==> src/rtl/assert_macros.svh <==
// assertion macros shared by the hsb converter rtl
// expects aclk and aresetn in the scope of each use
`ifndef ASSERT_MACROS_SVH
`define ASSERT_MACROS_SVH

// checked only outside reset
`define HSB_ASSERT(label, prop, msg) \
    label: assert property (@(posedge aclk) disable iff (!aresetn) prop) else $error(msg);

// checked at every edge, reset included
`define HSB_ASSERT_ALWAYS(label, prop, msg) \
    label: assert property (@(posedge aclk) prop) else $error(msg);

`endif

==> src/rtl/hsb_pkg.sv <==
// types and constants for the hsb to rgb converter pipeline
// no dependencies
`timescale 1ns / 1ps
`default_nettype none

package hsb_pkg;

    localparam int HUE_W  = 16;
    localparam int UNIT_W = 17;
    localparam int WGT_W  = 33;
    localparam int PROD_W = 49;
    localparam int CHAN_W = 8;

    localparam logic [UNIT_W-1:0] UNIT_ONE = 17'h1_0000;
    localparam logic [WGT_W-1:0]  WGT_ONE  = 33'h1_0000_0000;

    typedef enum logic [2:0] {
        SEC_RY = 3'd0,
        SEC_YG = 3'd1,
        SEC_GC = 3'd2,
        SEC_CB = 3'd3,
        SEC_BM = 3'd4,
        SEC_MR = 3'd5
    } sector_t;

    typedef struct packed {
        sector_t           sector;
        logic [HUE_W-1:0]  frac;
        logic [UNIT_W-1:0] sat;
        logic [UNIT_W-1:0] val;
    } hsb_s1_t;

    typedef struct packed {
        sector_t           sector;
        logic [UNIT_W-1:0] val;
        logic [WGT_W-1:0]  wp;
        logic [WGT_W-1:0]  wq;
        logic [WGT_W-1:0]  wt;
    } hsb_s2_t;

    typedef struct packed {
        logic [PROD_W-1:0] r;
        logic [PROD_W-1:0] g;
        logic [PROD_W-1:0] b;
    } hsb_s3_t;

    typedef struct packed {
        logic [CHAN_W-1:0] blue;
        logic [CHAN_W-1:0] green;
        logic [CHAN_W-1:0] red;
    } hsb_rgb_t;

endpackage

`default_nettype wire

==> src/rtl/hsb_round.sv <==
// stage 4: scales each channel by 255 and rounds half up into the output register
// depends on hsb_pkg
`timescale 1ns / 1ps
`default_nettype none

module hsb_round import hsb_pkg::*; (
    input  wire logic    aclk,
    input  wire logic    aresetn,
    input  wire logic    in_valid,
    output logic         in_ready,
    input  wire hsb_s3_t in_data,
    output logic         out_valid,
    input  wire logic    out_ready,
    output hsb_rgb_t     out_data
);

    localparam int SC_W = PROD_W + CHAN_W;
    localparam int FRAC_BITS = PROD_W - 1;
    localparam logic [SC_W-1:0] HALF = SC_W'(1) << (FRAC_BITS - 1);

    logic     valid_reg;
    hsb_rgb_t data_reg;
    hsb_rgb_t data_next;
    logic [SC_W-1:0] sr;
    logic [SC_W-1:0] sg;
    logic [SC_W-1:0] sb;

    always_comb begin
        sr = {in_data.r, {CHAN_W{1'b0}}} - {{CHAN_W{1'b0}}, in_data.r} + HALF;
        sg = {in_data.g, {CHAN_W{1'b0}}} - {{CHAN_W{1'b0}}, in_data.g} + HALF;
        sb = {in_data.b, {CHAN_W{1'b0}}} - {{CHAN_W{1'b0}}, in_data.b} + HALF;
        data_next.red   = sr[FRAC_BITS+CHAN_W-1:FRAC_BITS];
        data_next.green = sg[FRAC_BITS+CHAN_W-1:FRAC_BITS];
        data_next.blue  = sb[FRAC_BITS+CHAN_W-1:FRAC_BITS];
    end

    assign in_ready  = !valid_reg || out_ready;
    assign out_valid = valid_reg;
    assign out_data  = data_reg;

    always_ff @(posedge aclk) begin
        if (!aresetn) begin
            valid_reg <= 1'b0;
        end else if (in_ready) begin
            valid_reg <= in_valid;
        end
    end

    always_ff @(posedge aclk) begin
        if (in_ready && in_valid) begin
            data_reg <= data_next;
        end
    end

endmodule

`default_nettype wire
==> config.mk <==
export PLATFORM = sky130hd
export DESIGN_NAME = hsb_round
export DESIGN_NICKNAME = d
export VERILOG_FILES = /design/src/rtl/assert_macros.svh /design/src/rtl/hsb_pkg.sv /design/src/rtl/hsb_round.sv
export SDC_FILE = /design/constraint.sdc
export NUM_CORES = 1
export LEC_CHECK = 0
export ABC_AREA = 1
export BUFFER_PORTS_ARGS = -buffer_cell sky130_fd_sc_hd__buf_4
export CAP_MARGIN = 25
export CORE_MARGIN = 2
export CORE_UTILIZATION = 65
export DETAILED_ROUTE_END_ITERATION = 6
export PLACE_DENSITY = 0.86
export SYNTH_ARGS = -nofsm -noshare
export SYNTH_HDL_FRONTEND = slang
export SYNTH_SLANG_ARGS = --single-unit
==> constraint.sdc <==
create_clock -name aclk -period 4.2 [get_ports aclk]
set_clock_uncertainty 0.1 [all_clocks]
set_input_delay 0.21 -clock aclk [delete_from_list [all_inputs] [get_ports aclk]]
set_output_delay 0.21 -clock aclk [all_outputs]
set_load 0.005 [all_outputs]
==> results.json <==
{
  "pre_cts_ws_ns": 1.80,
  "grt_max_degree": 24,
  "worst_pin_slew_ns": 0.386,
  "critPathLaunchType": "primary input",
  "min_period_over_period_pct": 50.8,
  "cts.sinks": 25,
  "drive_above_1_share_pct": 9.34,
  "cap_violations": 0,
  "synth_top_area_share_pct": 27.4,
  "ant_nets": 0,
  "rsz0062_at_grt": "no",
  "cts_root_buffer": "clkbuf_16",
  "cts_resized": 0,
  "grt_pass1_vias": 13995,
  "yosysUniqueCellTypes": 28,
  "ir_drop_mv": 0.180,
  "cts_tree": "done",
  "grt_overflow": 0,
  "synth_nets": 2821,
  "arrival_ns": 2.06,
  "ys_ff_latch": 25,
  "cts_made_buffers": 3,
  "finalPower_mw": 2.40,
  "cp.required_ns": 4.13,
  "synth_area_mm2": 0.0126,
  "drt_iter0_drc": 1042,
  "clkLatencyLatePin_ns": 0.27,
  "yosysTopAreaCell": "nand2_1",
  "worst-path-max-fanout": 4,
  "die_y_um": 143,
  "yosys-top-cells-area": "nand2_1, ha_1, inv_1",
  "crit_top_cell": "nand2_1",
  "track_usage_pct": 36.6,
  "cts.clk_slew.worst_paths_ns": 0.08,
  "die_area_mm2": 0.0206,
  "final_cell_mix": "nand2_1, inv_1, nor2_1",
  "drv_slew": 0,
  "io_pins": 177,
  "syn_avg_cell_area_um2": 5.25,
  "nets": 3003,
  "start_util_pct": 65.6,
  "cts_setup_buffers": 0,
  "hold_viol_final": 0,
  "drtPass1Iterations": 6,
  "design_area_mm2": 0.0144,
  "routed_via_density": 5.26,
  "holdWs_ns": 0.106,
  "cp_cell_sequence": "buf_4 > inv_1 > ha_1 > inv_1 > ha_1 > nand2_1 > nor2_2 > nand2_1 > nor2_1 > nand3_1 > nor2_1 > nand2_1 > nand4_1 > nand2_1",
  "crit_type": "in -> reg",
  "nFillCells": 1730,
  "syn_to_final_growth_pct": 13.8,
  "crit_path_end_kind": "register",
  "drc": 0,
  "core_area_mm2": 0.0193,
  "postPlaceCellArea_mm2": 0.0143,
  "antenna_cells": 0,
  "status": "finished, final reports clean",
  "cts_max_level": 1,
  "dp_hpwl_um": 34800,
  "seq_area_frac_synth_pct": 5.86,
  "routed_wirelength_um": 39000,
  "cp_slowest_cell": "ha_1",
  "netlist_instances": 2409,
  "power.leakage_nw": 9.10,
  "cts_buffer_depth": 2,
  "yosysWarnings": 0,
  "maxSlewHeadroom_pct": 74.1,
  "fin_tns_setup_ns": 0,
  "route.vias.total": 15017,
  "grt_first_pass_wirelength_um": 61700,
  "layout_min_cycle_time_ns": 2.13,
  "cp.buffers_inverters": 3,
  "gp_congestion": 1.01,
  "wl_per_cell_um": 13.7,
  "max_freq_ghz": 0.469,
  "min_path_type": "in -> reg",
  "hold_buffers": 0,
  "rows": 51,
  "powerDensity_mw_per_mm2": 166,
  "max_stage_delay_ns": 0.32,
  "crit_family": "simple AND/OR/NAND/NOR gates",
  "finalWorstSetupSlack_ns": 2.07,
  "portBuffers": 176,
  "setup_viol": 0,
  "grt_antenna_before_repair": 0,
  "die-width_um": 143,
  "final_common_cell": "nand2_1"
}
synthesized netlist by cell type:
cell type	n
nand2_1	923
inv_1	580
nor2_1	269
ha_1	261
nand3_1	118
a21oi_1	84
nand4_1	33
edfxtp_1	24
nor2_2	22
nand2_2	14
o21ai_0	12
nand3b_1	11
nor3_1	11
and2_1	9
inv_2	8
nor2_4	8
nand3_2	7
o21bai_1	3
o21ai_1	2
xor2_1	2
a21boi_0	1
a21boi_1	1
and2_2	1
and3_1	1
dfxtp_1	1
nor4_1	1
o21a_1	1
xnor2_1	1
power by group:
| part | switching, mW | internal (mW) | total, mW |
|---|---|---|---|
| combinational | 1.16 | 0.660 | 1.82 |
| sequential | 0.0187 | 0.316 | 0.335 |
| clock | 0.111 | 0.130 | 0.242 |
cell type report:
cell class | count | area, um2 | share of cell area (%)
timing repair buffer | 177 | 1330 | 9.23
clock inverter | 1 | 7.51 | 0.0522
clock buffer | 3 | 75.1 | 0.522
inverter | 588 | 2210 | 15.3
sequential | 25 | 741 | 5.15
tap | 265 | 332 | 2.30
multi-input combinational | 1796 | 9700 | 67.4
cell families after synthesis:
kind of cell / synth area share, %
buf+inv: 17.5
simple gates: 46.4
compound gates: 4.23
xor+xnor: 0.208
fa+ha+maj: 25.8
flops: 5.86
layer usage:
layer  global-route usage, %  up-vias  wire [um]
li1                        -     7650          -
met1                    43.4     6591      15900
met2                    66.4      624      18600
met3                    2.87      152       2410
met4                    18.0        0       2060
met5                       0        -          0
state kept, by name (all words and copies together) (netlist names):
register,count
out_valid,1
out_data,24
path summary, 6_finish.rpt:
check,start,end,slack [ns],depth (start not counted)
max reg2reg,out_valid$_SDFFE_PN0N_,out_data[18]$_DFFE_PP_,2.82,2
max,in_data[39],out_data[20]$_DFFE_PP_,2.07,14
min reg2reg,out_valid$_SDFFE_PN0N_,out_valid$_SDFFE_PN0N_,0.47,2
min,aresetn,out_valid$_SDFFE_PN0N_,0.11,2
worst reg2reg max path, cell delays in order, from the launching register on:
cell	delay [ns]
dfxtp_1	0.34
a21oi_2	0.21
buf_4	0.38
per-stage QoR:
step	util, %	std cells
2_1_floorplan	-	2409
4_1_cts	74.7	2855
3_5_place_dp	74.3	2851
3_3_place_gp	74.3	2851
5_1_grt	74.7	2855
6_report	74.7	2855
Power figures use the tool's default switching activity.
