### src/rtl/assert_macros.svh
// assertion macros shared by the hsb converter rtl
// expects aclk and aresetn in the scope of each use
`ifndef ASSERT_MACROS_SVH
`define ASSERT_MACROS_SVH

// checked only outside reset
`define HSB_ASSERT(label, prop, msg) \
    label: assert property (@(posedge aclk) disable iff (!aresetn) prop) else $error(msg);

// checked at every edge, reset included
`define HSB_ASSERT_ALWAYS(label, prop, msg) \
    label: assert property (@(posedge aclk) prop) else $error(msg);

`endif

### src/rtl/hsb_pkg.sv
// types and constants for the hsb to rgb converter pipeline
// no dependencies
`timescale 1ns / 1ps
`default_nettype none

package hsb_pkg;

    localparam int HUE_W  = 16;
    localparam int UNIT_W = 17;
    localparam int WGT_W  = 33;
    localparam int PROD_W = 49;
    localparam int CHAN_W = 8;

    localparam logic [UNIT_W-1:0] UNIT_ONE = 17'h1_0000;
    localparam logic [WGT_W-1:0]  WGT_ONE  = 33'h1_0000_0000;

    typedef enum logic [2:0] {
        SEC_RY = 3'd0,
        SEC_YG = 3'd1,
        SEC_GC = 3'd2,
        SEC_CB = 3'd3,
        SEC_BM = 3'd4,
        SEC_MR = 3'd5
    } sector_t;

    typedef struct packed {
        sector_t           sector;
        logic [HUE_W-1:0]  frac;
        logic [UNIT_W-1:0] sat;
        logic [UNIT_W-1:0] val;
    } hsb_s1_t;

    typedef struct packed {
        sector_t           sector;
        logic [UNIT_W-1:0] val;
        logic [WGT_W-1:0]  wp;
        logic [WGT_W-1:0]  wq;
        logic [WGT_W-1:0]  wt;
    } hsb_s2_t;

    typedef struct packed {
        logic [PROD_W-1:0] r;
        logic [PROD_W-1:0] g;
        logic [PROD_W-1:0] b;
    } hsb_s3_t;

    typedef struct packed {
        logic [CHAN_W-1:0] blue;
        logic [CHAN_W-1:0] green;
        logic [CHAN_W-1:0] red;
    } hsb_rgb_t;

endpackage

`default_nettype wire

### src/rtl/hsb_mult.sv
// stage 3: orders the weights by sector and scales each by brightness
// depends on hsb_pkg
`timescale 1ns / 1ps
`default_nettype none

`include "assert_macros.svh"

module hsb_mult import hsb_pkg::*; (
    input  wire logic    aclk,
    input  wire logic    aresetn,
    input  wire logic    in_valid,
    output logic         in_ready,
    input  wire hsb_s2_t in_data,
    output logic         out_valid,
    input  wire logic    out_ready,
    output hsb_s3_t      out_data
);

    localparam logic [PROD_W-1:0] PROD_ONE = 49'h1_0000_0000_0000;

    logic    valid_reg;
    hsb_s3_t data_reg;
    hsb_s3_t data_next;
    logic [WGT_W-1:0]  wr;
    logic [WGT_W-1:0]  wg;
    logic [WGT_W-1:0]  wb;
    logic [PROD_W:0]   pr;
    logic [PROD_W:0]   pg;
    logic [PROD_W:0]   pb;

    always_comb begin
        case (in_data.sector)
            SEC_RY: begin
                wr = WGT_ONE;    wg = in_data.wt; wb = in_data.wp;
            end
            SEC_YG: begin
                wr = in_data.wq; wg = WGT_ONE;    wb = in_data.wp;
            end
            SEC_GC: begin
                wr = in_data.wp; wg = WGT_ONE;    wb = in_data.wt;
            end
            SEC_CB: begin
                wr = in_data.wp; wg = in_data.wq; wb = WGT_ONE;
            end
            SEC_BM: begin
                wr = in_data.wt; wg = in_data.wp; wb = WGT_ONE;
            end
            default: begin
                wr = WGT_ONE;    wg = in_data.wp; wb = in_data.wq;
            end
        endcase
        pr = {33'b0, in_data.val} * {17'b0, wr};
        pg = {33'b0, in_data.val} * {17'b0, wg};
        pb = {33'b0, in_data.val} * {17'b0, wb};
        data_next.r = pr[PROD_W-1:0];
        data_next.g = pg[PROD_W-1:0];
        data_next.b = pb[PROD_W-1:0];
    end

    assign in_ready  = !valid_reg || out_ready;
    assign out_valid = valid_reg;
    assign out_data  = data_reg;

    always_ff @(posedge aclk) begin
        if (!aresetn) begin
            valid_reg <= 1'b0;
        end else if (in_ready) begin
            valid_reg <= in_valid;
        end
    end

    always_ff @(posedge aclk) begin
        if (in_ready && in_valid) begin
            data_reg <= data_next;
        end
    end

    `HSB_ASSERT(a_prod_range, valid_reg |-> (data_reg.r <= PROD_ONE && data_reg.g <= PROD_ONE && data_reg.b <= PROD_ONE), "channel product above one")

endmodule

`default_nettype wire

### config.mk
export PLATFORM = sky130hd
export DESIGN_NAME = hsb_mult
export DESIGN_NICKNAME = d
export VERILOG_FILES = /design/src/rtl/hsb_pkg.sv /design/src/rtl/hsb_mult.sv
export VERILOG_INCLUDE_DIRS = /design/src /design/src/rtl
export SDC_FILE = /design/constraint.sdc
export NUM_CORES = 2
export LEC_CHECK = 0
export ABC_CLOCK_PERIOD_IN_PS = 21300
export BUFFER_PORTS_ARGS = -buffer_cell sky130_fd_sc_hd__buf_2
export CAP_MARGIN = 10
export CORE_MARGIN = 5
export CORE_UTILIZATION = 55
export CTS_CLUSTER_SIZE = 20
export DETAILED_ROUTE_END_ITERATION = 8
export HOLD_SLACK_MARGIN = 0.05
export PLACE_DENSITY = 0.84
export SYNTH_ARGS = -nofsm -noshare
export SYNTH_HDL_FRONTEND = slang
export SYNTH_SLANG_ARGS = --single-unit
### constraint.sdc
create_clock -name aclk -period 21.3 [get_ports aclk]
set_input_delay 2.13 -clock aclk [delete_from_list [all_inputs] [get_ports aclk]]
set_output_delay 2.13 -clock aclk [all_outputs]
set_load 0.02 [all_outputs]
==> flow_summary.yaml <==
synth:
  avgSynthCellArea_um2: 8.72
  ys_ff_latch: 148
  seq_area_frac_synth_pct: 7.51
  synth.cell_area_um2: 59000
  synth_edf_count: 147
  syn-num-nets: 8642
  yosysWarnings: 0
  syn_inst: 6770
  synthFlopType: "edfxtp_1"
  synthArstFlopShare_pct: 0
  ys_types: 75
placement:
  hpwl_um: 131000
  gp_congestion: 0.999
  io_buffers: 271
die:
  fp-row-count: 120
  die_w_um: 338
  io_pins: 272
  core-area_um2: 107000
  initial_core_util_pct: 55.2
  die_y_um: 338
  die_area_um2: 114000
route:
  drtIter0Drc: 4565
  wl_per_cell_um: 21.0
  wl_um: 173000
  viasPerCell: 5.72
  ant_nets: 0
  vias: 47200
  drc: 0
  firstDrtPassIters: 8
grt:
  grt_pass1_vias: 52300
  grtUsageTotal_pct: 31.4
  antenna_found_initial: 46
  grt_max_degree: 100
  grt_pass1_wl_um: 278000
  grt_overflow: 0
cts:
  cts.sinks: 148
  tritoncts: "yes"
  cts.clk_slew.worst_paths_ns: 0.08
  cts_max_level: 4
  post_cts_buffers: 0
  ctsResizeCount: 0
  cts_buffers: 17
  cts_hold_buf: 0
  clk-insertion-delay-late_ns: 0.55
  root_buffer: "clkbuf_16"
  clockBufferDepth: 2
setup_path:
  cp_max_fo: 72
  start_kind: "primary input"
  cp_data_required_time_ns: 21.59
  worstReg2RegStart: "out_valid"
  slowest_delay_ns: 0.88
  crit_start: "in_data[117]"
  critPathKind: "primary input to flop"
  worstPathArrival_ns: 11.38
  crit_path_end_kind: "flop"
  cp_slowest_cell: "a311oi_1"
  crit_top_cell: "fa_1"
timing:
  rsz0062_at_grt: "no"
  tightest_slew_ns: 1.30
  skew_ns: 0.0225
  tns_ns: 0
  worst_slew_margin_rel_pct: 13.4
  hold_violations: 0
  maxSlewViolCount: 0
  fmax_mhz: 90.2
  period_share_pct: 52.1
  setup_viol: 0
  min_period_ns: 11.09
final_layout:
  num-fill-cells: 9083
  final_nets: 8680
  syn_to_final_growth_pct: 5.80
  drive_gt1_share_pct: 7.11
  final_cell_mix: "inv_1 (1699), fa_1 (1389), nand2_1 (1297), and2_1 (534), ha_1 (360)"
  layout_commonest_cell: "inv_1"
job:
  drv_cap: 0
run_status:
  status: "finished clean"
min_path:
  hp-start: "out_valid"
  hp-class: "flop to flop"
-- sequential cells by signal, indices dropped and copies added (netlist names) --
signal,count
out_data,147
out_valid,1
-- cells in the mapped netlist, types with 12 or more instances --
library cell     n  share of area, %
and3_1          14              0.15
o211ai_1        15              0.19
fa_1          1389                47
and2_1         535               5.7
clkbuf_1       330               2.1
buf_2           16              0.14
a21oi_1        163               1.4
nor2_1          61              0.39
nand4_1         12              0.13
a211oi_1        14              0.18
ha_1           360               7.6
nand2b_1        22              0.23
xnor2_1         95               1.4
nor2b_1         45              0.48
nand2_1       1297               8.2
o21ai_1        106              0.90
o21bai_1        12              0.15
nand3_1         56              0.47
nor3_1          16              0.14
edfxtp_1       147               7.5
a31oi_1         16              0.17
inv_1         1699                11
a21o_1          64              0.81
xor2_1          44              0.65
o21ai_0         66              0.56
a22oi_1         64              0.81
-- area by class of cell --
type	count	area [um2]	area share [%]
antenna	37	92.6	0.148
clock buffer	17	425	0.681
clock inverter	15	193	0.308
inverter	1699	6380	10.2
multi-input combinational	4570	47100	75.3
sequential	148	4430	7.10
tap	1403	1760	2.81
timing repair buffer	372	2130	3.42
-- stage by stage --
stage | instance area (um2) | utilization (%) | hold WS (ns) | setup WS, ns | instances
6_report | 62500 | 58.4 | 0.550 | 10.21 | 8261
4_1_cts | 62400 | 58.3 | 0.559 | 10.42 | 8224
3_3_place_gp | 61700 | 57.7 | 0.519 | 9.75 | 8191
2_1_floorplan | 59000 | - | 0.750 | 12.00 | 6770
3_5_place_dp | 61800 | 57.8 | 0.547 | 9.94 | 8192
5_1_grt | 62400 | 58.4 | 0.593 | 10.0 | 8238
-- cell families after synthesis --
| group | after synthesis | share of synthesized area, % |
|---|---|---|
| AND/OR/NAND/NOR | 2086 | 16.2 |
| buffers and inverters | 2052 | 13.1 |
| adder cells (fa/ha/maj) | 1749 | 54.7 |
| AO/OA/AOI/OAI | 595 | 6.34 |
| flip-flops | 148 | 7.51 |
| XOR/XNOR | 139 | 2.06 |
| multiplexers | 1 | 0.0170 |
-- critical path: cells and delay by family --
family                   cells  cell delay [ns]
AO/OA/AOI/OAI                9             3.03
adder cells (fa/ha/maj)      7             3.34
XOR/XNOR                     1             0.13
AND/OR/NAND/NOR              4             1.04
buffers and inverters        8             1.67
-- worst paths after layout --
path | depth (start not counted) | slack (ns) | end
setup / recovery | 29 | 10.21 | out_data[144]
hold / removal | 2 | 0.55 | out_valid
setup reg to reg | 3 | 19.12 | out_data[37]
hold reg to reg | 2 | 0.55 | out_valid
-- layer usage --
metal  track usage, %  part of all wire [%]  up-vias
met5                0                  0.13        -
met4             14.7                   5.1       32
met3             11.4                    13      705
met2             51.3                    47     2751
met1             37.3                    35    23800
li1                 -                     -    19900
Power is left out: the tool's default activity adds up to more than one toggle a clock period on the data nets, which glitch-free logic cannot reach.
