`config.mk`:
```
export PLATFORM = sky130hd
export DESIGN_NAME = hsb_weight
export DESIGN_NICKNAME = d
export VERILOG_FILES = /design/src/rtl/hsb_pkg.sv /design/src/rtl/hsb_weight.sv
export VERILOG_INCLUDE_DIRS = /design/src /design/src/rtl
export SDC_FILE = /design/constraint.sdc
export NUM_CORES = 1
export LEC_CHECK = 0
export BUFFER_PORTS_ARGS = -buffer_cell sky130_fd_sc_hd__clkbuf_2
export CAP_MARGIN = 40
export CORE_ASPECT_RATIO = 0.7
export CORE_UTILIZATION = 58
export DETAILED_ROUTE_END_ITERATION = 7
export HOLD_SLACK_MARGIN = 0.08
export PLACE_DENSITY = 0.77
export SLEW_MARGIN = 20
export SYNTH_ARGS = -nofsm -noshare
export SYNTH_HDL_FRONTEND = slang
export SYNTH_SLANG_ARGS = --single-unit
```
`constraint.sdc`:
```
create_clock -name aclk -period 8.14 [get_ports aclk]
set_input_delay 0.407 -clock aclk [delete_from_list [all_inputs] [get_ports aclk]]
set_output_delay 0.407 -clock aclk [all_outputs]
set_load 0.03 [all_outputs]
```
`src/rtl/assert_macros.svh`:
```
// assertion macros shared by the hsb converter rtl
// expects aclk and aresetn in the scope of each use
`ifndef ASSERT_MACROS_SVH
`define ASSERT_MACROS_SVH

// checked only outside reset
`define HSB_ASSERT(label, prop, msg) \
    label: assert property (@(posedge aclk) disable iff (!aresetn) prop) else $error(msg);

// checked at every edge, reset included
`define HSB_ASSERT_ALWAYS(label, prop, msg) \
    label: assert property (@(posedge aclk) prop) else $error(msg);

`endif

```
`src/rtl/hsb_pkg.sv`:
```
// types and constants for the hsb to rgb converter pipeline
// no dependencies
`timescale 1ns / 1ps
`default_nettype none

package hsb_pkg;

    localparam int HUE_W  = 16;
    localparam int UNIT_W = 17;
    localparam int WGT_W  = 33;
    localparam int PROD_W = 49;
    localparam int CHAN_W = 8;

    localparam logic [UNIT_W-1:0] UNIT_ONE = 17'h1_0000;
    localparam logic [WGT_W-1:0]  WGT_ONE  = 33'h1_0000_0000;

    typedef enum logic [2:0] {
        SEC_RY = 3'd0,
        SEC_YG = 3'd1,
        SEC_GC = 3'd2,
        SEC_CB = 3'd3,
        SEC_BM = 3'd4,
        SEC_MR = 3'd5
    } sector_t;

    typedef struct packed {
        sector_t           sector;
        logic [HUE_W-1:0]  frac;
        logic [UNIT_W-1:0] sat;
        logic [UNIT_W-1:0] val;
    } hsb_s1_t;

    typedef struct packed {
        sector_t           sector;
        logic [UNIT_W-1:0] val;
        logic [WGT_W-1:0]  wp;
        logic [WGT_W-1:0]  wq;
        logic [WGT_W-1:0]  wt;
    } hsb_s2_t;

    typedef struct packed {
        logic [PROD_W-1:0] r;
        logic [PROD_W-1:0] g;
        logic [PROD_W-1:0] b;
    } hsb_s3_t;

    typedef struct packed {
        logic [CHAN_W-1:0] blue;
        logic [CHAN_W-1:0] green;
        logic [CHAN_W-1:0] red;
    } hsb_rgb_t;

endpackage

`default_nettype wire

```
`src/rtl/hsb_weight.sv`:
```
// stage 2: forms the p, q and t weights as 33-bit fractions of one
// depends on hsb_pkg
`timescale 1ns / 1ps
`default_nettype none

`include "assert_macros.svh"

module hsb_weight import hsb_pkg::*; (
    input  wire logic    aclk,
    input  wire logic    aresetn,
    input  wire logic    in_valid,
    output logic         in_ready,
    input  wire hsb_s1_t in_data,
    output logic         out_valid,
    input  wire logic    out_ready,
    output hsb_s2_t      out_data
);

    logic    valid_reg;
    hsb_s2_t data_reg;
    hsb_s2_t data_next;
    logic [UNIT_W-1:0]  inv_frac;
    logic [UNIT_W-1:0]  inv_sat;
    logic [WGT_W:0]     sf;
    logic [WGT_W:0]     sfi;
    logic [WGT_W:0]     wq_full;
    logic [WGT_W:0]     wt_full;

    always_comb begin
        inv_frac = UNIT_ONE - {1'b0, in_data.frac};
        inv_sat  = UNIT_ONE - in_data.sat;
        sf       = {17'b0, in_data.sat} * {18'b0, in_data.frac};
        sfi      = {17'b0, in_data.sat} * {17'b0, inv_frac};
        wq_full  = {1'b0, WGT_ONE} - sf;
        wt_full  = {1'b0, WGT_ONE} - sfi;
        data_next.sector = in_data.sector;
        data_next.val    = in_data.val;
        data_next.wp     = {inv_sat, 16'h0000};
        data_next.wq     = wq_full[WGT_W-1:0];
        data_next.wt     = wt_full[WGT_W-1:0];
    end

    assign in_ready  = !valid_reg || out_ready;
    assign out_valid = valid_reg;
    assign out_data  = data_reg;

    always_ff @(posedge aclk) begin
        if (!aresetn) begin
            valid_reg <= 1'b0;
        end else if (in_ready) begin
            valid_reg <= in_valid;
        end
    end

    always_ff @(posedge aclk) begin
        if (in_ready && in_valid) begin
            data_reg <= data_next;
        end
    end

    `HSB_ASSERT(a_weight_range, valid_reg |-> (data_reg.wp <= WGT_ONE && data_reg.wq <= WGT_ONE && data_reg.wt <= WGT_ONE), "weight above one")

endmodule

`default_nettype wire

```
==> load_flow_metrics.sql <==
INSERT INTO impl_metrics (metric_group, metric, value, unit) VALUES
('run_status', 'run_status', 'complete, no violations', ''),
('yosys', 'synthMuxAreaShare', '0.0436', '%'),
('clock_network', 'tritoncts', 'yes', ''),
('yosys', 'yosys.area_share.simple', '15.5', '%'),
('setup_path', 'critical_path_class', 'primary input to flop', ''),
('sta', 'grt_setup_unrepaired', 'false', ''),
('setup_path', 'combined_buffer_and_inverter_count_along_the_critical_path', '6', ''),
('setup_path', 'critical_path_peak_fanout', '15', ''),
('routing', 'vias', '16300', ''),
('cells_and_area', 'mostFrequentLayoutCells', 'sky130_fd_sc_hd__inv_1 (551), sky130_fd_sc_hd__fa_1 (449), sky130_fd_sc_hd__and2_1 (329), sky130_fd_sc_hd__nand2_1 (238), sky130_fd_sc_hd__ha_1 (229)', ''),
('setup_path', 'cpMaxStageDelayCell', 'sky130_fd_sc_hd__fa_1', ''),
('yosys', 'yosys.area_share.adder', '51.7', '%'),
('yosys', 'synth_compound_area_share', '4.56', '%'),
('clock_network', 'post_cts_gate_resize_count', '0', ''),
('setup_path', 'timing.critical_path.from', 'in_data[35]', ''),
('cells_and_area', 'layout.core_utilization', '63.9', '%'),
('setup_path', 'rr_endpoint', 'out_data[82]', ''),
('routing', 'drt-vias-per-instance', '5.38', ''),
('clock_network', 'postCtsSetupRepairBufs', '0', ''),
('yosys', 'post-synth-top-area-fraction', '39.2', '%'),
('yosys', 'syn_area_per_cell', '9.62', 'um2'),
('routing', 'drt-wirelength-per-cell', '17.0', 'um'),
('yosys', 'ranking_of_synthesized_cells_by_area', 'sky130_fd_sc_hd__fa_1 (39%), sky130_fd_sc_hd__edfxtp_1 (13%), sky130_fd_sc_hd__ha_1 (12%)', ''),
('sta', 'max_clock_freq', '129', 'MHz'),
('cells_and_area', 'share_of_cells_above_drive_strength_1', '9.92', '%'),
('die', 'starting_utilization_of_the_core_area', '59.3', '%'),
('die', 'core-area', '0.0387', 'mm2'),
('job', 'cap_viol_max_count', '0', ''),
('placed_design', 'io_buffers', '161', ''),
('yosys', 'seq_area_frac_synth', '13.4', '%'),
('yosys', 'synth_top_cell_by_area', 'sky130_fd_sc_hd__fa_1', ''),
('yosys', 'syn-instance-count', '2386', ''),
('clock_network', 'max-clock-path-buffers', '2', ''),
('clock_network', 'cts_num_sinks', '103', ''),
('yosys', 'post_synth_edffs', '102', ''),
('clock_network', 'clk-insertion-delay-late', '0.41', 'ns'),
('routing', 'drt_wl_total', '51.6', 'mm'),
('global_route', 'grt.total_usage', '27.6', '%'),
('sta', 'slew_headroom', '42.6', '%'),
('cells_and_area', 'syn2layout_area_growth', '7.72', '%'),
('global_route', 'first_global_vias', '17700', ''),
('setup_path', 'end_kind', 'flop', ''),
('die', 'die-area', '0.0404', 'mm2'),
('sta', 'count_of_final_hold_check_violations', '0', ''),
('global_route', 'globalRouteOverflowTotal', '0', ''),
('setup_path', 'timing.rr.start', 'out_valid', ''),
('die', 'horiz_die_dim', '240', 'um'),
('worst_hold_path', 'timing.hold.worst.class', 'primary input to flop', ''),
('setup_path', 'worstSetupStartpointType', 'primary input', ''),
('die', 'io_pins', '178', ''),
('setup_path', 'worst_ep_arrival', '7.90', 'ns'),
('routing', 'route.detailed.drc', '0', ''),
('setup_path', 'critPathMostFrequentCell', 'sky130_fd_sc_hd__fa_1', ''),
('sta', 'timing_worst_slew_pin_value', '0.856', 'ns'),
('yosys', 'yosysWarningCount', '0', ''),
('die', 'die_y', '168', 'um'),
('routing', 'detail_route.first_pass.iterations', '7', ''),
('yosys', 'yosys.area_share.xor_xnor', '3.40', '%'),
('clock_network', 'clk_pin_slew_worst_paths', '0.09', 'ns'),
('setup_path', 'worstSetupPathDepth', '29', ''),
('yosys', 'synth_top_family_by_area', 'adder cells', ''),
('sta', 'clock-skew-final', '0.0202', 'ns'),
('global_route', 'antenna_found_initial', '7', ''),
('placed_design', 'globalplace.congestion', '0.894', ''),
('clock_network', 'cts-hold-fix-buffers', '0', ''),
('sta', 'timing_max_transition_violations_final', '0', ''),
('global_route', 'grt_pass1_wl', '87.1', 'mm'),
('setup_path', 'timing.reg2reg.worst_path_depth', '4', ''),
('cells_and_area', 'final_common_cell', 'sky130_fd_sc_hd__inv_1', ''),
('yosys', 'synth_top_flop_cell', 'sky130_fd_sc_hd__edfxtp_1', ''),
('yosys', 'synth_cell_type_count', '56', '');
per-stage QoR:
step	instances	setup WS [ns]	cell area [um2]	hold WS, ns	TNS (ns)
3_5_place_dp	3008	-0.0927	24300	0.541	-0.180
5_1_grt	3034	0.0211	24700	0.171	0
3_3_place_gp	3002	0.0691	24300	0.515	0
2_1_floorplan	2401	0.695	23000	0.506	0
6_report	3034	0.391	24700	0.185	0
4_1_cts	3024	0.302	24600	0.171	0
flip-flops by register name, summed over array words and instances (netlist names):
register   cells
out_data     102
out_valid      1
how the worst min path moves through the flow:
stage               depth (start not counted)             to  slack [ns]         from
floorplan                                   0  out_data[100]        0.51   in_data[1]
global placement                            2      out_valid        0.51    out_valid
detailed placement                          2      out_valid        0.54    out_valid
CTS                                         1  out_data[112]        0.17  in_data[13]
global route                                1  out_data[112]        0.17  in_data[13]
finish                                      1  out_data[102]        0.18   in_data[3]
synthesized netlist by cell type (5+ instances only):
master / n
sky130_fd_sc_hd__o21ai_1: 5
sky130_fd_sc_hd__or3_1: 6
sky130_fd_sc_hd__a21oi_1: 49
sky130_fd_sc_hd__a211oi_1: 8
sky130_fd_sc_hd__nor4_1: 8
sky130_fd_sc_hd__o21bai_1: 7
sky130_fd_sc_hd__clkbuf_1: 110
sky130_fd_sc_hd__o21ai_0: 20
sky130_fd_sc_hd__ha_1: 229
sky130_fd_sc_hd__fa_1: 449
sky130_fd_sc_hd__nor2_1: 42
sky130_fd_sc_hd__and3_1: 6
sky130_fd_sc_hd__nand3_1: 12
sky130_fd_sc_hd__nor2b_1: 10
sky130_fd_sc_hd__o21a_1: 12
sky130_fd_sc_hd__a21o_1: 20
sky130_fd_sc_hd__nand2_1: 238
sky130_fd_sc_hd__xor2_1: 20
sky130_fd_sc_hd__edfxtp_1: 102
sky130_fd_sc_hd__inv_1: 551
sky130_fd_sc_hd__xnor2_1: 69
sky130_fd_sc_hd__nand2b_1: 5
sky130_fd_sc_hd__buf_4: 17
sky130_fd_sc_hd__nor3_1: 18
sky130_fd_sc_hd__and2_1: 330
layer usage:
| layer | routed length, um | vias up | share of wire [%] | GRT usage, % |
|---|---|---|---|---|
| li1 | - | 7327 | - | - |
| met1 | 21100 | 8301 | 41 | 35.7 |
| met2 | 25300 | 614 | 49 | 46.7 |
| met3 | 3990 | 79 | 7.7 | 5.51 |
| met4 | 1150 | 0 | 2.2 | 8.31 |
| met5 | 0 | - | 0 | 0 |
area by class of cell:
cell class / instances / area [um2]
diodes: 7 / 17.5
clock buffers: 9 / 225
flip-flops and latches: 103 / 3080
multi-input cells: 1619 / 17400
well taps: 527 / 659
clock inverters: 7 / 63.8
fillers: 3160 / 13900
repair buffers: 211 / 1240
inverters: 551 / 2070
logic make-up (layout without fill, tap and decap cells):
kind of cell	Yosys count	after routing
buffers and inverters	679	778
other	1	23
adder cells (fa/ha/maj)	678	678
multiplexers	1	1
XOR/XNOR	89	89
AND/OR/NAND/NOR	684	684
AO/OA/AOI/OAI	151	151
flip-flops	103	103
Power is not shown: default switching activity piles up to over one toggle a cycle in this logic, so the estimate is an artifact.
