$ cat config.mk
export PLATFORM = sky130hd
export DESIGN_NAME = hsb_sector
export DESIGN_NICKNAME = d
export VERILOG_FILES = /design/src/rtl/hsb_pkg.sv /design/src/rtl/hsb_sector.sv
export VERILOG_INCLUDE_DIRS = /design/src /design/src/rtl
export SDC_FILE = /design/constraint.sdc
export NUM_CORES = 1
export LEC_CHECK = 0
export BUFFER_PORTS_ARGS = -buffer_cell sky130_fd_sc_hd__buf_4
export CAP_MARGIN = 20
export CORE_MARGIN = 4
export CORE_UTILIZATION = 30
export CTS_CLUSTER_DIAMETER = 100
export DETAILED_ROUTE_END_ITERATION = 8
export GPL_TIMING_DRIVEN = 1
export SETUP_SLACK_MARGIN = 0.5
export SKIP_CTS_REPAIR_TIMING = 1
export SYNTH_ARGS = -nofsm -noshare
export SYNTH_HDL_FRONTEND = slang
export SYNTH_SLANG_ARGS = --single-unit
$ cat constraint.sdc
create_clock -name aclk -period 3.3 [get_ports aclk]
set_clock_uncertainty 0.05 [all_clocks]
set_input_delay 0.165 -clock aclk [delete_from_list [all_inputs] [get_ports aclk]]
set_output_delay 0.165 -clock aclk [all_outputs]
set_load 0.005 [all_outputs]
$ cat src/rtl/assert_macros.svh
// assertion macros shared by the hsb converter rtl
// expects aclk and aresetn in the scope of each use
`ifndef ASSERT_MACROS_SVH
`define ASSERT_MACROS_SVH

// checked only outside reset
`define HSB_ASSERT(label, prop, msg) \
    label: assert property (@(posedge aclk) disable iff (!aresetn) prop) else $error(msg);

// checked at every edge, reset included
`define HSB_ASSERT_ALWAYS(label, prop, msg) \
    label: assert property (@(posedge aclk) prop) else $error(msg);

`endif

$ cat src/rtl/hsb_pkg.sv
// types and constants for the hsb to rgb converter pipeline
// no dependencies
`timescale 1ns / 1ps
`default_nettype none

package hsb_pkg;

    localparam int HUE_W  = 16;
    localparam int UNIT_W = 17;
    localparam int WGT_W  = 33;
    localparam int PROD_W = 49;
    localparam int CHAN_W = 8;

    localparam logic [UNIT_W-1:0] UNIT_ONE = 17'h1_0000;
    localparam logic [WGT_W-1:0]  WGT_ONE  = 33'h1_0000_0000;

    typedef enum logic [2:0] {
        SEC_RY = 3'd0,
        SEC_YG = 3'd1,
        SEC_GC = 3'd2,
        SEC_CB = 3'd3,
        SEC_BM = 3'd4,
        SEC_MR = 3'd5
    } sector_t;

    typedef struct packed {
        sector_t           sector;
        logic [HUE_W-1:0]  frac;
        logic [UNIT_W-1:0] sat;
        logic [UNIT_W-1:0] val;
    } hsb_s1_t;

    typedef struct packed {
        sector_t           sector;
        logic [UNIT_W-1:0] val;
        logic [WGT_W-1:0]  wp;
        logic [WGT_W-1:0]  wq;
        logic [WGT_W-1:0]  wt;
    } hsb_s2_t;

    typedef struct packed {
        logic [PROD_W-1:0] r;
        logic [PROD_W-1:0] g;
        logic [PROD_W-1:0] b;
    } hsb_s3_t;

    typedef struct packed {
        logic [CHAN_W-1:0] blue;
        logic [CHAN_W-1:0] green;
        logic [CHAN_W-1:0] red;
    } hsb_rgb_t;

endpackage

`default_nettype wire

$ cat src/rtl/hsb_sector.sv
// stage 1: clamps saturation and brightness, splits hue*6 into sector and fraction
// depends on hsb_pkg
`timescale 1ns / 1ps
`default_nettype none

`include "assert_macros.svh"

module hsb_sector import hsb_pkg::*; (
    input  wire logic              aclk,
    input  wire logic              aresetn,
    input  wire logic              in_valid,
    output logic                   in_ready,
    input  wire logic [HUE_W-1:0]  hue,
    input  wire logic [UNIT_W-1:0] sat,
    input  wire logic [UNIT_W-1:0] val,
    output logic                   out_valid,
    input  wire logic              out_ready,
    output hsb_s1_t                out_data
);

    logic    valid_reg;
    hsb_s1_t data_reg;
    hsb_s1_t data_next;
    logic [HUE_W+2:0] h6;

    always_comb begin
        h6 = {1'b0, hue, 2'b00} + {2'b00, hue, 1'b0};
        data_next.sector = sector_t'(h6[HUE_W+2:HUE_W]);
        data_next.frac   = h6[HUE_W-1:0];
        data_next.sat    = (sat > UNIT_ONE) ? UNIT_ONE : sat;
        data_next.val    = (val > UNIT_ONE) ? UNIT_ONE : val;
    end

    assign in_ready  = !valid_reg || out_ready;
    assign out_valid = valid_reg;
    assign out_data  = data_reg;

    always_ff @(posedge aclk) begin
        if (!aresetn) begin
            valid_reg <= 1'b0;
        end else if (in_ready) begin
            valid_reg <= in_valid;
        end
    end

    always_ff @(posedge aclk) begin
        if (in_ready && in_valid) begin
            data_reg <= data_next;
        end
    end

    `HSB_ASSERT(a_clamp_range, valid_reg |-> (data_reg.sat <= UNIT_ONE && data_reg.val <= UNIT_ONE), "clamped level above one")

endmodule

`default_nettype wire

==> results.sh, run 1 <==
export IMPL_min_path_type="in -> reg"
export IMPL_critPathTopFamily="compound AO/OA/AOI/OAI gates"
export IMPL_reg2reg_to="out_data[32]$_SDFFCE_PN0P_"
export IMPL_vias_per_cell=4.53
export IMPL_core_region_area_um2=8380
export IMPL_setup_viol=0
export IMPL_rr_worst_depth=3
export IMPL_final_common_cell="buf_4"
export IMPL_route_detailed_drc=0
export IMPL_critPathMaxStageDelay_ns=0.54
export IMPL_via_count=1901
export IMPL_cts_num_sinks=53
export IMPL_die_x_um=102
export IMPL_die_height_um=102
export IMPL_wl_um=5640
export IMPL_ir_worst_vdd_v=0.000179
export IMPL_path_class="in -> reg"
export IMPL_core_rowCount=33
export IMPL_synth_area_um2=2640
export IMPL_detail_route_wl_per_cell_um=13.4
export IMPL_yosysWarnings=0
export IMPL_async_flop_share_pct=0
export IMPL_numPortBuffers=107
export IMPL_status="complete, no violations"
export IMPL_fmax_ghz=0.387
export IMPL_die_area_um2=10400
export IMPL_drtAntennaViolNets=0
export IMPL_drtPass1Iterations=4
export IMPL_slew_headroom_pct=42.8
export IMPL_syn_nets=275
export IMPL_start_kind="input port"
export IMPL_hpwl_um=4530
export IMPL_rr_startpoint="out_valid$_SDFFE_PN0N_"
export IMPL_numCtsBuffers=5
export IMPL_cp_slowest_cell="dlygate4sd3_1"
export IMPL_worstPathMaxFanout=4
export IMPL_io_pins=109
export IMPL_drive_gt1_share_pct=37.5
export IMPL_hp_start="val[16]"
export IMPL_reg2reg_setup_slack_ns=1.80
export IMPL_hold_viol=0
export IMPL_grt_antenna_before_repair=0
export IMPL_min_to="out_data[16]$_SDFFCE_PN1P_"
export IMPL_crit_buf_inv=2
export IMPL_seq_area_frac_synth_pct=59.9
export IMPL_clk_pin_slew_ns=0.09
export IMPL_synth_distinct_cells=43
export IMPL_grt_max_degree=53
export IMPL_worst_ep_arrival_time_ns=2.58
export IMPL_final_cell_mix="buf_4 (108), edfxtp_1 (52), nor2b_1 (34)"
export IMPL_initial_core_util_pct=31.5
export IMPL_cts_root_buf="clkbuf_8"
export IMPL_worstPathCellList="dlygate4sd3_1 > buf_4 > ha_1 > fa_1 > a21oi_1 > o221ai_1 > a21boi_0 > o21bai_1 > xor2_1"
export IMPL_worst_pin_slew_ns=0.847
export IMPL_post_route_period_util_pct=78.3
export IMPL_whs_path_depth=1
export IMPL_synth_cells=203
export IMPL_finalNetCount=386
export IMPL_grt_setup_unrepaired="false"
export IMPL_leakage_nw=1.56
export IMPL_finalSetupTns_ns=0
export IMPL_synth_edf_count=52
export IMPL_drt_iter0_drc=45
export IMPL_endpoint_kind="register"
export IMPL_insertion_delay_ns=0.29
export IMPL_drv_cap=0
export IMPL_grt_usage_pct=10.7
export IMPL_gp_congestion=0.804
export IMPL_postSynthAreaPerCell_um2=13.0
export IMPL_period_needed_ns=2.58
export IMPL_drv_slew=0
export IMPL_grt_pass1_vias=1888
export IMPL_ys_seq_elements=53
export IMPL_cts_tree="built"
export IMPL_diodes=0
export IMPL_worstPathRequired_ns=3.30
export IMPL_power_density_nw_per_um2=429
export IMPL_fin_util_pct=43.8
export IMPL_synth_flop_cell="edfxtp_1"
export IMPL_h_tree_depth=2
export IMPL_syn2layout_area_growth_pct=39.3
export IMPL_clockBufferDepth=2
export IMPL_grt_pass1_wl_um=8760
export IMPL_grt_overflow=0
[layer usage]
layer	vias to the layer above	wire length [um]	global-route usage, %
li1	984	-	-
met1	851	2390	13.4
met2	64	2710	18.0
met3	2	491	2.48
met4	0	47	3.99
met5	-	0	0
[cell usage after synthesis (all sizes together) (2+ instances only)]
| cell | n | area (um^2) |
|---|---|---|
| buf | 2 | 12.5 |
| xor2 | 5 | 43.8 |
| nor2 | 6 | 22.5 |
| a21o | 4 | 30.0 |
| a21oi | 12 | 63.8 |
| a41oi | 2 | 17.5 |
| clkbuf | 3 | 11.3 |
| nor2b | 34 | 213 |
| inv | 7 | 26.3 |
| xnor2 | 7 | 61.3 |
| a21boi | 2 | 15.0 |
| nor4 | 8 | 50.1 |
| a211oi | 4 | 35.0 |
| and2 | 2 | 12.5 |
| o21ai | 6 | 33.8 |
| ha | 17 | 213 |
| nand3 | 2 | 10.0 |
| nand2 | 8 | 30.0 |
| edfxtp | 52 | 1560 |
[kinds of logic after synthesis]
| kind of cell | synth area share [%] |
|---|---|
| buffers and inverters | 1.90 |
| adders and majority gates | 8.82 |
| AOI/OAI and AO/OA | 10.6 |
| xor gates and xnor gates | 3.98 |
| DFF | 59.9 |
| other | 0.142 |
| and+or+nand+nor | 14.7 |
[how the worst max path moves through the flow]
| stage | from | to | slack (ns) | cells after the start |
|---|---|---|---|---|
| after global placement | hue[1] | out_data[48]$_DFFE_PP_ | 1.01 | 8 |
| after global routing | hue[0] | out_data[48]$_DFFE_PP_ | 0.61 | 9 |
| after floorplan | out_valid$_SDFFE_PN0N_ | out_data[0]$_SDFFCE_PN0P_ | 1.16 | 2 |
| after CTS | hue[1] | out_data[48]$_DFFE_PP_ | 1.26 | 8 |
| final | hue[0] | out_data[48]$_DFFE_PP_ | 0.72 | 9 |
| after detailed placement | hue[1] | out_data[48]$_DFFE_PP_ | 0.93 | 8 |
[power breakdown]
| group | leakage (nW) | switching [mW] | internal [mW] |
|---|---|---|---|
| registers | 0.521 | 0.0138 | 0.812 |
| logic | 0.984 | 0.153 | 0.179 |
| clock network | 0.0528 | 0.194 | 0.224 |
[layout make-up]
class	count	area [um^2]
Inverter	7	26.3
Multi-Input combinational cell	138	1010
Tap cell	105	131
Clock inverter	2	33.8
Sequential cell	53	1580
Fill cell	784	4710
Clock buffer	6	72.6
Timing Repair Buffer	109	821
[sequential cells by signal (all words and copies together), names as in the netlist]
register	flops
out_data	52
out_valid	1
[per-stage QoR]
step	hold slack, ns	cell area [um^2]	std cells	total power, mW	worst slack, ns
floorplan	0.214	2640	203	1.00	1.16
global placement	0.307	3560	411	1.18	1.01
detailed placement	0.309	3560	411	1.18	0.929
CTS	-0.0110	3660	419	1.60	1.26
global route	0.0523	3670	420	1.66	0.612
finish	0.0612	3670	420	1.58	0.716
Note: power is estimated with default switching activity, not from simulation.
==> run 2, diff against run 1 <==
Settings changed: ABC_AREA set to 1.
Clock period 3.3 ns to 2.6 ns, I/O delays scaled along.
==> results.sh, run 2 <==
export IMPL_yosysWarnings=0
export IMPL_cts_tree="built"
export IMPL_h_tree_depth=2
export IMPL_detail_route_wl_per_cell_um=11.2
export IMPL_core_rowCount=35
export IMPL_worst_ep_arrival_time_ns=1.36
export IMPL_numCtsBuffers=5
export IMPL_die_x_um=107
export IMPL_final_common_cell="buf_4"
export IMPL_synthTopCellsByArea="edfxtp_1 (53%), nand2_1 (10%), inv_1 (9.0%), ha_1 (7.2%), nor2_1 (6.2%)"
export IMPL_register_area_um2=1580
export IMPL_synth_edf_count=52
export IMPL_ys_seq_elements=53
export IMPL_numPortBuffers=107
export IMPL_diodes=0
export IMPL_worst_pin_slew_ns=0.665
export IMPL_power_density_nw_per_um2=531
export IMPL_fmax_ghz=0.678
export IMPL_drv_cap=0
export IMPL_synth_distinct_cells=26
export IMPL_route_detailed_drc=0
export IMPL_finalSetupTns_ns=0
export IMPL_p_switching_mw=0.523
export IMPL_clockPowerShare_pct=30.5
export IMPL_wl_um=6410
export IMPL_clockBufferDepth=2
export IMPL_setup_viol=0
export IMPL_netlist_top_cells_count="nand2_1 (79), inv_1 (71), edfxtp_1 (52)"
export IMPL_grt_usage_pct=11.2
export IMPL_synth_cells=329
export IMPL_io_pins=109
export IMPL_gp_congestion=0.764
export IMPL_synth_area_um2=2960
export IMPL_power_mw=2.16
export IMPL_via_count=2345
export IMPL_crit_start="out_valid$_SDFFE_PN0N_"
export IMPL_core_region_area_um2=9420
export IMPL_seq_area_frac_synth_pct=53.5
export IMPL_finalNetCount=514
export IMPL_drive_gt1_share_pct=30.5
export IMPL_multi_input_area_um2=1070
export IMPL_start_kind="register"
export IMPL_synth_top_cell_area_share_pct=52.8
export IMPL_grt_pass1_wl_um=10400
export IMPL_grt_pass1_vias=2302
export IMPL_grt_antenna_before_repair=0
export IMPL_vias_per_cell=4.10
export IMPL_swShare_pct=24.2
export IMPL_grt_overflow=0
export IMPL_worstPathRequired_ns=2.49
export IMPL_slew_headroom_pct=55.7
export IMPL_rr_startpoint="out_valid$_SDFFE_PN0N_"
export IMPL_die_height_um=107
export IMPL_grt_max_degree=53
export IMPL_die_area_um2=11500
export IMPL_drtAntennaViolNets=0
export IMPL_yosysMostFrequentCell="nand2_1"
export IMPL_ir_worst_vdd_v=0.000232
export IMPL_syn_nets=401
export IMPL_postSynthAreaPerCell_um2=8.99
export IMPL_endpoint_kind="register"
export IMPL_hold_viol=0
export IMPL_drt_iter0_drc=67
export IMPL_clk_pin_slew_ns=0.09
export IMPL_yosysTopAreaCell="edfxtp_1"
export IMPL_final_cell_mix="buf_4 (108), nand2_1 (79), inv_1 (71)"
export IMPL_syn2layout_area_growth_pct=37.6
export IMPL_status="complete, no violations"
export IMPL_drv_slew=0
export IMPL_insertion_delay_ns=0.29
export IMPL_intPower_mw=1.64
export IMPL_hpwl_um=5240
export IMPL_n_fill_cell=961
export IMPL_drtPass1Iterations=4
export IMPL_largest_reg_flops=52
export IMPL_min_path_type="in -> reg"
export IMPL_cts_root_buf="clkbuf_8"
export IMPL_holdWs_ns=0.0368
export IMPL_hp_start="aresetn"
export IMPL_post_route_period_util_pct=56.7
export IMPL_seqPwrFrac_pct=48.4
export IMPL_path_class="reg -> reg"
export IMPL_grt_setup_unrepaired="false"
export IMPL_async_flop_share_pct=0
export IMPL_cts_num_sinks=53
export IMPL_leakage_nw=2.07
export IMPL_comb_power_share_pct=21.1
export IMPL_period_needed_ns=1.47
export IMPL_synth_flop_cell="edfxtp_1"
export IMPL_worstPathMaxFanout=52
export IMPL_initial_core_util_pct=31.4
==> run 2: changes by cell type in the layout (fill, tap and decap cells not counted), sizes merged, moves of 7 or more <==
cell   change
nand2     +78
inv       +68
nor2      +44
nor2b     -34
nand4      +8
nor4       -8
nand3      +7
==> run 2: metrics by stage <==
stage                     utilization, %  area, um^2  worst slack, ns  instances
after CTS                           42.9        4040             1.11        569
final                               43.2        4070             1.13        572
after global placement              41.5        3900            0.858        561
after floorplan                        -        2970            0.888        329
after global routing                43.2        4070             1.03        572
after detailed placement            41.5        3900            0.844        561
==> run 2: cells by family (layout without fill, tap and decap cells) <==
kind of cell | count (synthesis) | count (layout) | synth area share, %
adders and majority gates | 18 | 18 | 7.87
and+or+nand+nor | 161 | 161 | 23.6
other | 1 | 1 | 0.127
AOI/OAI and AO/OA | 10 | 10 | 2.20
xor gates and xnor gates | 7 | 7 | 2.07
buffers and inverters | 79 | 193 | 10.7
DFF | 53 | 53 | 53.5
==> run 2: final cells by class <==
| type | count | area share (%) |
|---|---|---|
| Clock inverter | 3 | 1.69 |
| Multi-Input combinational cell | 197 | 26.3 |
| Inverter | 74 | 6.82 |
| Timing Repair Buffer | 111 | 20.7 |
| Tap cell | 129 | 3.96 |
| Clock buffer | 5 | 1.69 |
| Sequential cell | 53 | 38.8 |
==> run 2: critical path: stages, from the launching register on <==
cell and delay (ns):
dfxtp_1 0.35, a21oi_4 0.14, buf_4 0.54
==> run 2: layer usage <==
layer / share of wire, % / track usage (%)
met5: 0 / 0
met4: 0.73 / 3.29
met3: 6.3 / 2.22
met2: 50 / 19.7
met1: 43 / 13.7
==> run 2: power groups by stage <==
| stage | combinational, mW | sequential, mW | clock [mW] |
|---|---|---|---|
| after detailed placement | 0.461 | 1.07 | 0 |
| after floorplan | 0.228 | 1.07 | 0 |
| after global routing | 0.519 | 1.05 | 0.723 |
| final | 0.456 | 1.05 | 0.658 |
| after CTS | 0.463 | 1.05 | 0.683 |
| after global placement | 0.457 | 1.07 | 0 |
==> run 2: final timing paths <==
kind | to | depth (start not counted) | slack [ns]
hold reg to reg | out_valid$_SDFFE_PN0N_ | 2 | 0.50
hold / removal | out_valid$_SDFFE_PN0N_ | 2 | 0.04
setup / recovery | out_data[30]$_SDFFCE_PN0P_ | 2 | 1.13
setup reg to reg | out_data[30]$_SDFFCE_PN0P_ | 2 | 1.13
==> run 3, diff against run 2 <==
Clock period 2.6 ns to 1.35 ns, I/O delays scaled along.
==> results.sh, run 3 (synthesized netlist as in run 2, its figures left out) <==
export IMPL_wl_um=7420
export IMPL_drv_slew=0
export IMPL_whs_path_depth=2
export IMPL_fmax_ghz=0.838
export IMPL_grt_max_degree=30
export IMPL_start_kind="input port"
export IMPL_path_class="in -> reg"
export IMPL_worstPathMaxFanout=3
export IMPL_io_pins=109
export IMPL_h_tree_depth=2
export IMPL_cts_root_buf="clkbuf_8"
export IMPL_die_x_um=107
export IMPL_core_rowCount=35
export IMPL_largest_reg_flops=52
export IMPL_drtPass1Iterations=4
export IMPL_finalSetupTns_ns=0
export IMPL_core_region_area_um2=9420
export IMPL_finalNetCount=550
export IMPL_worstPathRequired_ns=1.36
export IMPL_numCtsBuffers=5
export IMPL_final_common_cell="buf_4"
export IMPL_endpoint_kind="register"
export IMPL_final_cell_mix="buf_4 (108), nand2_1 (55), edfxtp_1 (52)"
export IMPL_grt_overflow=0
export IMPL_vias_per_cell=4.19
export IMPL_status="complete, no violations"
export IMPL_grt_usage_pct=11.7
export IMPL_clk_pin_slew_ns=0.09
export IMPL_drive_gt1_share_pct=52.5
export IMPL_cts_num_sinks=53
export IMPL_die_area_um2=11500
export IMPL_gp_congestion=0.776
export IMPL_grt_pass1_vias=2406
export IMPL_initial_core_util_pct=31.4
export IMPL_clockBufferDepth=2
export IMPL_drtAntennaViolNets=0
export IMPL_hold_viol=0
export IMPL_rr_worst_depth=3
export IMPL_setup_viol=0
export IMPL_grt_antenna_before_repair=0
export IMPL_grt_pass1_wl_um=10900
export IMPL_post_route_period_util_pct=88.4
export IMPL_hpwl_um=5750
export IMPL_drt_iter0_drc=68
export IMPL_numPortBuffers=107
export IMPL_die_height_um=107
export IMPL_insertion_delay_ns=0.29
export IMPL_drv_cap=0
export IMPL_cts_tree="built"
export IMPL_period_needed_ns=1.19
export IMPL_syn2layout_area_growth_pct=65.4
export IMPL_worst_ep_arrival_time_ns=1.20
export IMPL_via_count=2546
export IMPL_ir_worst_vdd_v=0.000358
export IMPL_route_detailed_drc=0
export IMPL_grt_setup_unrepaired="true"
export IMPL_fin_util_pct=52.0
export IMPL_power_density_nw_per_um2=849
export IMPL_min_path_type="in -> reg"
export IMPL_detail_route_wl_per_cell_um=12.2
export IMPL_diodes=0
export IMPL_leakage_nw=2.30
==> run 3: critical path, cell delays in order <==
cell      delay, ns
buf_8          0.11
ha_4           0.15
fa_2           0.33
nand2_1        0.07
nand2_1        0.06
nand3b_1       0.09
nand2_2        0.09
nand2_2        0.07
nand2_1        0.05
nand2_1        0.06
nand2_1        0.05
==> run 3: worst paths after layout <==
check,from,to,slack [ns]
worst max-delay path,hue[1],out_data[50]$_DFFE_PP_,0.16
worst min register to register,out_valid$_SDFFE_PN0N_,out_valid$_SDFFE_PN0N_,0.50
worst max register to register,out_valid$_SDFFE_PN0N_,out_data[21]$_SDFFCE_PN0P_,0.17
worst min-delay path,hue[0],out_data[36]$_DFFE_PP_,0.008
==> run 3: area by class of cell <==
cell class / instances / area [um^2]
flip-flops and latches: 53 / 1580
clock buffers: 5 / 68.8
well taps: 129 / 161
inverters: 74 / 318
multi-input cells: 197 / 1400
fillers: 869 / 4520
repair buffers: 147 / 1350
clock inverters: 2 / 11.3
==> run 3: routing by layer <==
| layer | GRT usage [%] | vias up | part of all wire, % |
|---|---|---|---|
| li1 | - | 1322 | - |
| met1 | 14.3 | 1129 | 41 |
| met2 | 20.5 | 86 | 50 |
| met3 | 2.76 | 9 | 7.8 |
| met4 | 3.56 | 0 | 1.3 |
| met5 | 0 | - | 0 |
==> run 3: through the flow <==
stage / area (um^2) / hold slack [ns] / setup slack [ns] / total power [mW] / instances
floorplan: 3140 / 0.116 / -0.345 / 2.56 / 329
global placement: 4280 / 0.203 / -0.212 / 3.11 / 584
detailed placement: 4280 / 0.207 / -0.240 / 3.13 / 584
CTS: 4360 / -0.107 / 0.0804 / 3.95 / 591
global route: 4890 / 0.000537 / 0.0856 / 4.41 / 607
finish: 4890 / 0.00836 / 0.157 / 4.16 / 607
==> run 3: report_power, final <==
part | leakage [nW] | switching (mW) | total, mW | internal (mW)
Sequential | 0.522 | 0.0447 | 2.02 | 1.98
Clock | 0.0377 | 0.476 | 0.825 | 0.349
Combinational | 1.74 | 0.591 | 1.31 | 0.717
